===== src/rtl/bmm_pkg.sv =====
// ----------------------------------------------------------------------------
// bmm_pkg
// Shared constants, types and helpers for the banked memory mapper.
// ----------------------------------------------------------------------------
package bmm_pkg;

  // Sizes
  localparam int RAM_BYTES   = 8192;
  localparam int RAM_AW      = $clog2(RAM_BYTES);
  localparam int PAGE_BYTES  = 16384;
  localparam int PAGE_AW     = $clog2(PAGE_BYTES);
  localparam int FIXED_BYTES = 1024;
  localparam int ADDR_W      = 16;
  localparam int DATA_W      = 8;
  localparam int ROM_AW      = 22;

  // Address map
  localparam logic [ADDR_W-1:0] WIN1_BASE = 16'h4000;
  localparam logic [ADDR_W-1:0] WIN2_BASE = 16'h8000;
  localparam logic [ADDR_W-1:0] RAM_BASE  = 16'hC000;
  localparam logic [ADDR_W-1:0] REG_SLOT0 = 16'hFFFD;
  localparam logic [ADDR_W-1:0] REG_SLOT1 = 16'hFFFE;
  localparam logic [ADDR_W-1:0] REG_SLOT2 = 16'hFFFF;
  localparam logic [ADDR_W:0]   FIXED_END = (ADDR_W+1)'(FIXED_BYTES);

  // Page masking
  localparam logic [DATA_W-1:0] PAGE_HI_MASK   = 8'hF0;
  localparam logic [DATA_W-1:0] PAGE_LO_MASK   = 8'h0F;
  localparam logic [DATA_W-1:0] ROM_BLOCKS_RST = 8'd32;
  localparam logic [DATA_W-1:0] SLOT0_RST      = 8'd0;
  localparam logic [DATA_W-1:0] SLOT1_RST      = 8'd1;
  localparam logic [DATA_W-1:0] SLOT2_RST      = 8'd2;

  typedef enum logic {
    OP_READ  = 1'b0,
    OP_WRITE = 1'b1
  } op_t;

  // Decoded access, passed from the page unit to the top level
  typedef struct packed {
    logic              ram_wr;
    logic              ram_rd;
    logic              rom_fetch;
    logic [ROM_AW-1:0] rom_address;
    logic [DATA_W-1:0] wdata;
  } bmm_dec_t;

  // Mask a page value with the ROM block count; small ROMs use a bare mask on slot 2
  function automatic logic [DATA_W-1:0] page_mask(
    input logic [DATA_W-1:0] v,
    input logic              third,
    input logic [DATA_W-1:0] blocks
  );
    logic [DATA_W-1:0] m;
    if (third && (blocks <= PAGE_LO_MASK)) begin
      m = blocks;
    end else begin
      m = (blocks & PAGE_HI_MASK) | PAGE_LO_MASK;
    end
    return v & m;
  endfunction

  // Physical ROM address: page times page size plus window offset
  function automatic logic [ROM_AW-1:0] rom_addr(
    input logic [DATA_W-1:0]  page,
    input logic [PAGE_AW-1:0] offset
  );
    return (ROM_AW'(page) << PAGE_AW) | ROM_AW'(offset);
  endfunction

endpackage


===== src/rtl/bmm_pages.sv =====
// ----------------------------------------------------------------------------
// bmm_pages
// Page registers, ROM block count and address decode.
// ----------------------------------------------------------------------------
module bmm_pages
  import bmm_pkg::*;
(
  input  logic              clk,
  input  logic              rst_n,
  input  logic              cfg_we,
  input  logic [DATA_W-1:0] cfg_data,
  input  logic              acc_en,
  input  op_t               op,
  input  logic [ADDR_W-1:0] address,
  input  logic [DATA_W-1:0] write_data,
  output bmm_dec_t          dec
);

  logic [DATA_W-1:0] rom_blocks_r;
  logic [DATA_W-1:0] slot0_r, slot1_r, slot2_r;
  logic [DATA_W-1:0] mask_lo;
  logic [DATA_W-1:0] mask_hi;

  always_comb begin
    mask_lo = page_mask(write_data, 1'b0, rom_blocks_r);
    mask_hi = page_mask(write_data, 1'b1, rom_blocks_r);
  end

  // Decode the access
  always_comb begin
    dec = '0;
    dec.wdata = write_data;
    if (op == OP_WRITE) begin
      dec.ram_wr = (address >= RAM_BASE);
      unique case (address)
        REG_SLOT0, REG_SLOT1: dec.wdata = mask_lo;
        REG_SLOT2:            dec.wdata = mask_hi;
        default:              dec.wdata = write_data;
      endcase
    end else if (address < WIN1_BASE) begin
      dec.rom_fetch = 1'b1;
      if ({1'b0, address} < FIXED_END) begin
        dec.rom_address = ROM_AW'(address);
      end else begin
        dec.rom_address = rom_addr(slot0_r, address[PAGE_AW-1:0]);
      end
    end else if (address < WIN2_BASE) begin
      dec.rom_fetch   = 1'b1;
      dec.rom_address = rom_addr(slot1_r, address[PAGE_AW-1:0]);
    end else if (address < RAM_BASE) begin
      dec.rom_fetch   = 1'b1;
      dec.rom_address = rom_addr(slot2_r, address[PAGE_AW-1:0]);
    end else begin
      dec.ram_rd = 1'b1;
    end
  end

  // Update the ROM block count on a configuration write
  always_ff @(posedge clk) begin
    if (!rst_n) begin
      rom_blocks_r <= ROM_BLOCKS_RST;
    end else if (cfg_we) begin
      rom_blocks_r <= cfg_data;
    end
  end

  // Load page registers on control register writes
  always_ff @(posedge clk) begin
    if (!rst_n) begin
      slot0_r <= SLOT0_RST;
      slot1_r <= SLOT1_RST;
      slot2_r <= SLOT2_RST;
    end else if (acc_en && (op == OP_WRITE)) begin
      if (address == REG_SLOT0) begin
        slot0_r <= mask_lo;
      end
      if (address == REG_SLOT1) begin
        slot1_r <= mask_lo;
      end
      if (address == REG_SLOT2) begin
        slot2_r <= mask_hi;
      end
    end
  end

endmodule


===== config.mk =====
export PLATFORM = sky130hd
export DESIGN_NAME = bmm_pages
export DESIGN_NICKNAME = d
export VERILOG_FILES = /design/src/rtl/bmm_pkg.sv /design/src/rtl/bmm_pages.sv
export SDC_FILE = /design/constraint.sdc
export NUM_CORES = 1
export LEC_CHECK = 0
export BUFFER_PORTS_ARGS = -buffer_cell sky130_fd_sc_hd__buf_2
export CAP_MARGIN = 5
export CORE_UTILIZATION = 25
export CTS_CLUSTER_SIZE = 30
export DETAILED_ROUTE_END_ITERATION = 12
export PLACE_DENSITY = 0.56
export SYNTH_ARGS = -nofsm -noshare
export SYNTH_HDL_FRONTEND = slang
export SYNTH_SLANG_ARGS = --single-unit

===== constraint.sdc =====
create_clock -name clk -period 2 [get_ports clk]
set_input_delay 0.1 -clock clk [delete_from_list [all_inputs] [get_ports clk]]
set_output_delay 0.1 -clock clk [all_outputs]
set_load 0.005 [all_outputs]

**Word-level counts from Yosys, hierarchy flattened**

Index checks and enable logic that the tools add are counted.

- Register bits after elaboration: 32
- Logic and storage cells: 35

- $lt $le $gt $ge: 6
- Equal/unequal tests: 3
- Mux-type cells: 12
- Bitwise gates (word level): 5
- Reduce and logical (&&, ||, !) cells: 5

Operators with widths:

| kind | count |
|---|---|
| $mux 23 | 3 |
| $or 22x14->22 | 3 |
| $eq 16x16->1 const B | 3 |
| $lt 16x16->1 const B | 2 |
| $mux 24 | 1 |
| $mux 22 | 1 |
| $and 8x8->8 | 2 |
| $ge 16x16->1 const B | 1 |
| $lt 16x11->1 const B | 1 |
| $lt 16x15->1 const B | 1 |
| $pmux 8 s2 | 1 |
| $le 8x4->1 const B | 1 |
| $mux 8 | 1 |
| $reduce_and 2->1 | 3 |
| $mux 1 | 4 |
| $mux 4 | 1 |
| $reduce_or 2->1 | 1 |
| $logic_and 1x1->1 | 1 |

**Depth between registers and ports, before layout**

Gate-level depths: netlist of run 1.

- Word-level depth: 5
- Gate-level depth with buffers: 5
- Mapped depth without buffers: 4

**Least setup slack after synthesis of run 1**

No wires, ideal clock.

- Path type: register to register
- Start: register rom_blocks_r[7]
- End: register slot2_r[1]
- Library setup time: 0.121 ns
- Data arrival time: 1.324 ns
- Slack: 0.555 ns
- Cell stages (with the launch flop): 5
- Cells stage by stage: dfxtp_1 > or4_4 > o21ai_0 > nand2_1 > mux2_4

- Word-level cells in the longest chain between the ends: 3

RTL lines:

| item | line | text |
|---|---|---|
| start, declared | bmm_pages.sv:19 | `logic [DATA_W-1:0] rom_blocks_r;` |
| start signal, assigned | bmm_pages.sv:63 | `rom_blocks_r <= cfg_data;` |
| $le 8x4->1 | bmm_pkg.sv:55 | `if (third && (blocks <= PAGE_LO_MASK)) begin` |
| $mux 4 | bmm_pkg.sv:55 |  |
| $and 8x8->8 | bmm_pkg.sv:60 | `return v & m;` |
| end signal, assigned | bmm_pages.sv:81 | `slot2_r <= mask_hi;` |
| end, declared | bmm_pages.sv:20 | `logic [DATA_W-1:0] slot0_r, slot1_r, slot2_r;` |

Every way passes these cells.
A chain may end at the register's enable or synchronous reset.

==> run metrics, run 1 <==
minimum clock period 1850 ps; Worst-Margin Slew about 750 ps; Peak VDD IR roughly 350 uV; Worst Path Buf+Inv 1; Initial Util 0.258; Fill cells 731; YS warnings 0; critical-path maximum fanout 5; HPWL after DPL 3620 um; Final WS setup around 150 ps; Sw Ratio 0.232; post-synthesis register bit count 32; worst hold path type input port to flip-flop; Die W between 80 and 90 um; Final TNS setup 0 ps; Post-Synthesis Cells 203; Sw Pwr 0.000354 W; P&R area growth vs syn 32.4%; status complete, no violations; antenna-violating nets left 0; # IOs 70; largest net degree at the start of global routing 29; post-synthesis sequential area ratio 0.367; routed len/inst 13.3 um; Clock Path Buffers 2; die area 0.00732 mm^2; Clock power frac 0.448; Synth area leader dfxtp_1; Clock Tree Root clkbuf_8; initial antenna violation count 0; Syn Area/Cell 8.60 um^2; WHS 30.1 ps; Post-Syn Area 0.00175 mm^2; clock-pin slew on the worst setup and hold paths 70 ps; Rows 30; post-cts resize count 0; CP peak stage delay 590 ps; Vias around 1,700; Worst R2R Path Depth 4; Vias/cell 4.68; max-slew violations 0; clock sink total 32; CP cell instances or4_4, nor2_1, nand2_1, o21a_1, buf_2; CTS H-Tree Depth 2; vias in the first global route about 1,600; CP Data Arrival Time 1750 ps; Setup Fix Bufs, Post-CTS 0; # setup viols final 0; synth top area cells dfxtp_1 (37%), mux2i_1 (22%), nand2_1 (6.5%), and2_1 (5.0%), nor2_1 (4.1%); combinational share of power 0.123; hold_buf cts 0; skew final 6.60 ps; Core Box Area between 0.006 and 0.007 mm^2; Top FF cell, synth dfxtp_1; Die Span Y 85.6 um; CP Data Required Time around 1900 ps; routability congestion estimate approximately 0.75; startpoint types flip-flop; Clk Latency, worst-skew pair 280 ps; grt total ovfl 0; Int Pwr 0.00117 W; share of post-route cells with drive strength above 1 0.318; critical setup path kind flip-flop to output port; Yosys top cell area share 0.367; post-synthesis cell type count 26; CP Capture Type output port; final-report hold violation count 0; CTS tree built; drt total wl 4720 um; I/O Buffers 69; number of synthesized flops with an enable pin 0; Hold Crit Depth 3; max-cap viol count 0; Slowest cell on crit path or4_4; pre-CTS worst setup slack 376 ps; initial drt markers 82; period utilisation layout 0.924; global-route wire length before repair 7940 um; LEAKAGE 1.18 nW; maximum clock frequency 0.541 GHz; Worst slew margin 0.498; ys async rst share 0; critical path's top delay family simple AND/OR/NAND/NOR gates; Power Density 661 mW/mm^2; Antenna Cells 0; RSZ-0062 raised after global routing no; cts bufs inserted 5; drt first pass iters 4; DRC errors left 0; sequential power share 0.430; nets 310; syn_nets between 200 and 250; Tot GR Track Use 0.137; Stages on worst setup path 5
path summary, 6_finish.rpt:
path                        start         endpoint  slack (ps)
hold reg to reg        slot1_r[1]       slot1_r[1]         460
setup reg to reg  rom_blocks_r[7]       slot2_r[1]         380
hold / removal        cfg_data[5]  rom_blocks_r[5]          30
setup / recovery  rom_blocks_r[7]           dec[0]         150
power by group through the flow:
stage,clock (W),combinational [W],sequential [W]
final,0.000683,0.000188,0.000656
after global routing,0.000724,0.000209,0.000656
after CTS,0.000697,0.000189,0.000655
after detailed placement,0,0.000188,0.000670
after global placement,0,0.000187,0.000670
after floorplan,0,0.0000930,0.000667
stage by stage:
stage                      util  cells  total power [W]  instance area [um^2]
after floorplan               -    203         0.000760                  1750
after global placement    0.323    346         0.000857                  2180
after detailed placement  0.323    346         0.000858                  2180
after CTS                 0.342    354          0.00154                  2310
after global routing      0.342    354          0.00159                  2310
final                     0.342    354          0.00153                  2310
metal layers:
metal | GRT usage | wire (um) | vias up
li1 | - | - | 852
met1 | 0.191 | 2400 | 739
met2 | 0.209 | 1970 | 60
met3 | 0.0375 | 310 | 4
met4 | 0.0364 | 31 | 0
met5 | 0 | 0 | -
area by class of cell:
cell class / instances / area [um^2] / area share
clock buffer: 7 / 96.3 / 0.0417
clock inverter: 1 / 30.0 / 0.0130
inverter: 2 / 7.51 / 0.00325
multi-input combinational: 158 / 1050 / 0.456
sequential: 32 / 641 / 0.277
tap: 80 / 100 / 0.0433
timing repair buffer: 74 / 383 / 0.166
placed cells by master (no fill, tap or decap), types with 7 or more instances in the layout:
master	instances
mux2i_1	39
and2_1	14
dfxtp_1	32
clkbuf_8	7
nand2_1	30
o21a_1	8
nor2b_1	10
nor2_1	19
a21oi_1	9
nand4_1	7
buf_2	69
kinds of logic after synthesis:
logic type | share of synthesized area
AND/OR/NAND/NOR | 0.288
multiplexers | 0.232
flip-flops | 0.367
AO/OA/AOI/OAI | 0.0831
buffers and inverters | 0.0294
worst min-delay path, stage by stage:
cell     delay, ps
buf_2           70
mux2i_1         50
nand2_1         60
synthesized netlist by cell type, types with 2 or more instances:
cell	n
mux2i_1	39
dfxtp_1	32
nand2_1	30
nor2_1	19
and2_1	14
nor2b_1	10
a21oi_1	9
clkbuf_1	8
o21a_1	8
nand4_1	7
nand3_1	5
nor4_1	4
o211ai_1	3
buf_2	2
inv_1	2
state kept, by name (all words and copies together) (netlist names):
name,count
slot1_r,8
rom_blocks_r,8
slot0_r,8
slot2_r,8
Note: power is estimated with default switching activity, not from simulation.
==> run 2, diff against run 1 <==
Settings changed: CORE_UTILIZATION 25 to 30, PLACE_DENSITY 0.56 to default.
==> run 2 against run 1 <==
Compared with the run above: flip-flop and latch count unchanged; sequential power hardly changed; critical path depth did not move; clock power shrank 34%; combinational power is essentially flat; maximum frequency up 0.49%; clock skew is 4.9 ps lower; wire length decreased by 5.0%; non-clock buffer count unchanged; critical endpoint unchanged; largest power group is now registers; highest routed layer unchanged.
==> run metrics, run 2 (synthesis gave the netlist of run 1 again) <==
routability congestion estimate between 0.7 and 0.8; Setup Fix Bufs, Post-CTS 0; CTS tree built; antenna-violating nets left 0; CP cell instances or4_4, nor2_1, nand2_1, o21a_1, buf_2; CP Capture Type output port; Sw Ratio 0.250; CTS H-Tree Depth 2; Clock power frac 0.349; critical setup path kind flip-flop to output port; drt total wl 4480 um; CP Data Required Time ~1900 ps; Worst Path Buf+Inv 1; P&R area growth vs syn 29.0%; CP peak stage delay 570 ps; sequential power share 0.507; skew final 1.71 ps; die area 0.00613 mm^2; pre-CTS worst setup slack 448 ps; # setup viols final 0; share of post-route cells with drive strength above 1 0.311; Power Density 575 mW/mm^2; critical-path maximum fanout 5; max-cap viol count 0; vias in the first global route approximately 1,500; clock-pin slew on the worst setup and hold paths approximately 60 ps; Final Power 0.00130 W; Rows 27; final-report hold violation count 0; Die W around 78 um; routed len/inst around 13 um; clock sink total 32; initial antenna violation count 0; status complete, no violations; commonest non-fill, non-tap cell in the layout buf_2; worst hold path type input port to flip-flop; DRC errors left 0; HPWL after DPL 3580 um; Worst R2R Path Depth 4; startpoint types flip-flop; LEAKAGE 1.15 nW; Peak VDD IR 296 uV; global-route wire length before repair about 7300 um; Core Box Area around 0.0055 mm^2; Worst-Margin Slew approximately 610 ps; hold_buf cts 0; period utilisation layout 0.920; Sw Pwr 0.000324 W; Tot GR Track Use 0.155; I/O Buffers 69; drt first pass iters 4; post-cts resize count 0; Clk Latency, worst-skew pair between 200 and 300 ps; grt total ovfl 0; Vias 1,607; combinational share of power 0.145; Clock Path Buffers 2; Final WS setup approximately 160 ps; Worst slew margin 0.592; Antenna Cells 0; maximum clock frequency 0.544 GHz; max-slew violations 0; CP Data Arrival Time 1740 ps; Hold Crit Depth 3; initial drt markers 61; Int Pwr between 0.0009 and 0.001 W; WHS 48.8 ps; RSZ-0062 raised after global routing no; Final TNS setup 0 ps; # IOs 70; minimum clock period approximately 1800 ps; Slowest cell on crit path or4_4; largest net degree at the start of global routing 30; critical path's top delay family simple AND/OR/NAND/NOR gates; nets 310; commonest cells after routing, fill and taps aside buf_2 (69), mux2i_1 (39), dfxtp_1 (32); Vias/cell between 4 and 5; Clock Tree Root clkbuf_8; Initial Util 0.315; cts bufs inserted 5; Die Span Y 78.3 um; Stages on worst setup path 5
-- run 2: worst min-delay path, cell delays in order --
cell and delay (ps):
buf_2 80, mux2i_1 60, nand2_1 60
-- run 2: power by group through the flow --
| stage | sequential, W | combinational, W | clock [W] |
|---|---|---|---|
| global route | 0.000657 | 0.000207 | 0.000500 |
| floorplan | 0.000667 | 0.0000930 | 0 |
| global placement | 0.000670 | 0.000189 | 0 |
| detailed placement | 0.000670 | 0.000189 | 0 |
| CTS | 0.000656 | 0.000189 | 0.000464 |
| finish | 0.000656 | 0.000187 | 0.000451 |
-- run 2: final timing paths --
| check | from | end | slack [ps] |
|---|---|---|---|
| setup / recovery | rom_blocks_r[7] | dec[0] | 160 |
| hold / removal | cfg_data[5] | rom_blocks_r[5] | 50 |
| setup reg to reg | rom_blocks_r[7] | slot2_r[1] | 480 |
| hold reg to reg | slot0_r[3] | slot0_r[3] | 460 |
-- run 2: per-stage QoR --
stage / utilization / cells / instance area (um^2)
after floorplan: - / 203 / 1750
after detailed placement: 0.393 / 338 / 2170
after global placement: 0.393 / 338 / 2170
final: 0.407 / 345 / 2250
after global routing: 0.407 / 345 / 2250
after CTS: 0.407 / 345 / 2250
-- run 2: area by class of cell --
cell class,instances,area [um^2]
Timing Repair Buffer,74,383
Clock buffer,6,72.6
Inverter,2,7.51
Sequential cell,32,641
Tap cell,72,90.1
Multi-Input combinational cell,158,1050
Fill cell,599,3290
Clock inverter,1,5.00
-- run 2: routing by layer --
layer,track usage,part of all wire,wire length (um),vias to the layer above
li1,-,-,-,843
met1,0.207,0.49,2200,705
met2,0.232,0.42,1900,53
met3,0.0500,0.072,321,6
met4,0.0519,0.012,55,0
met5,0,0,0,-
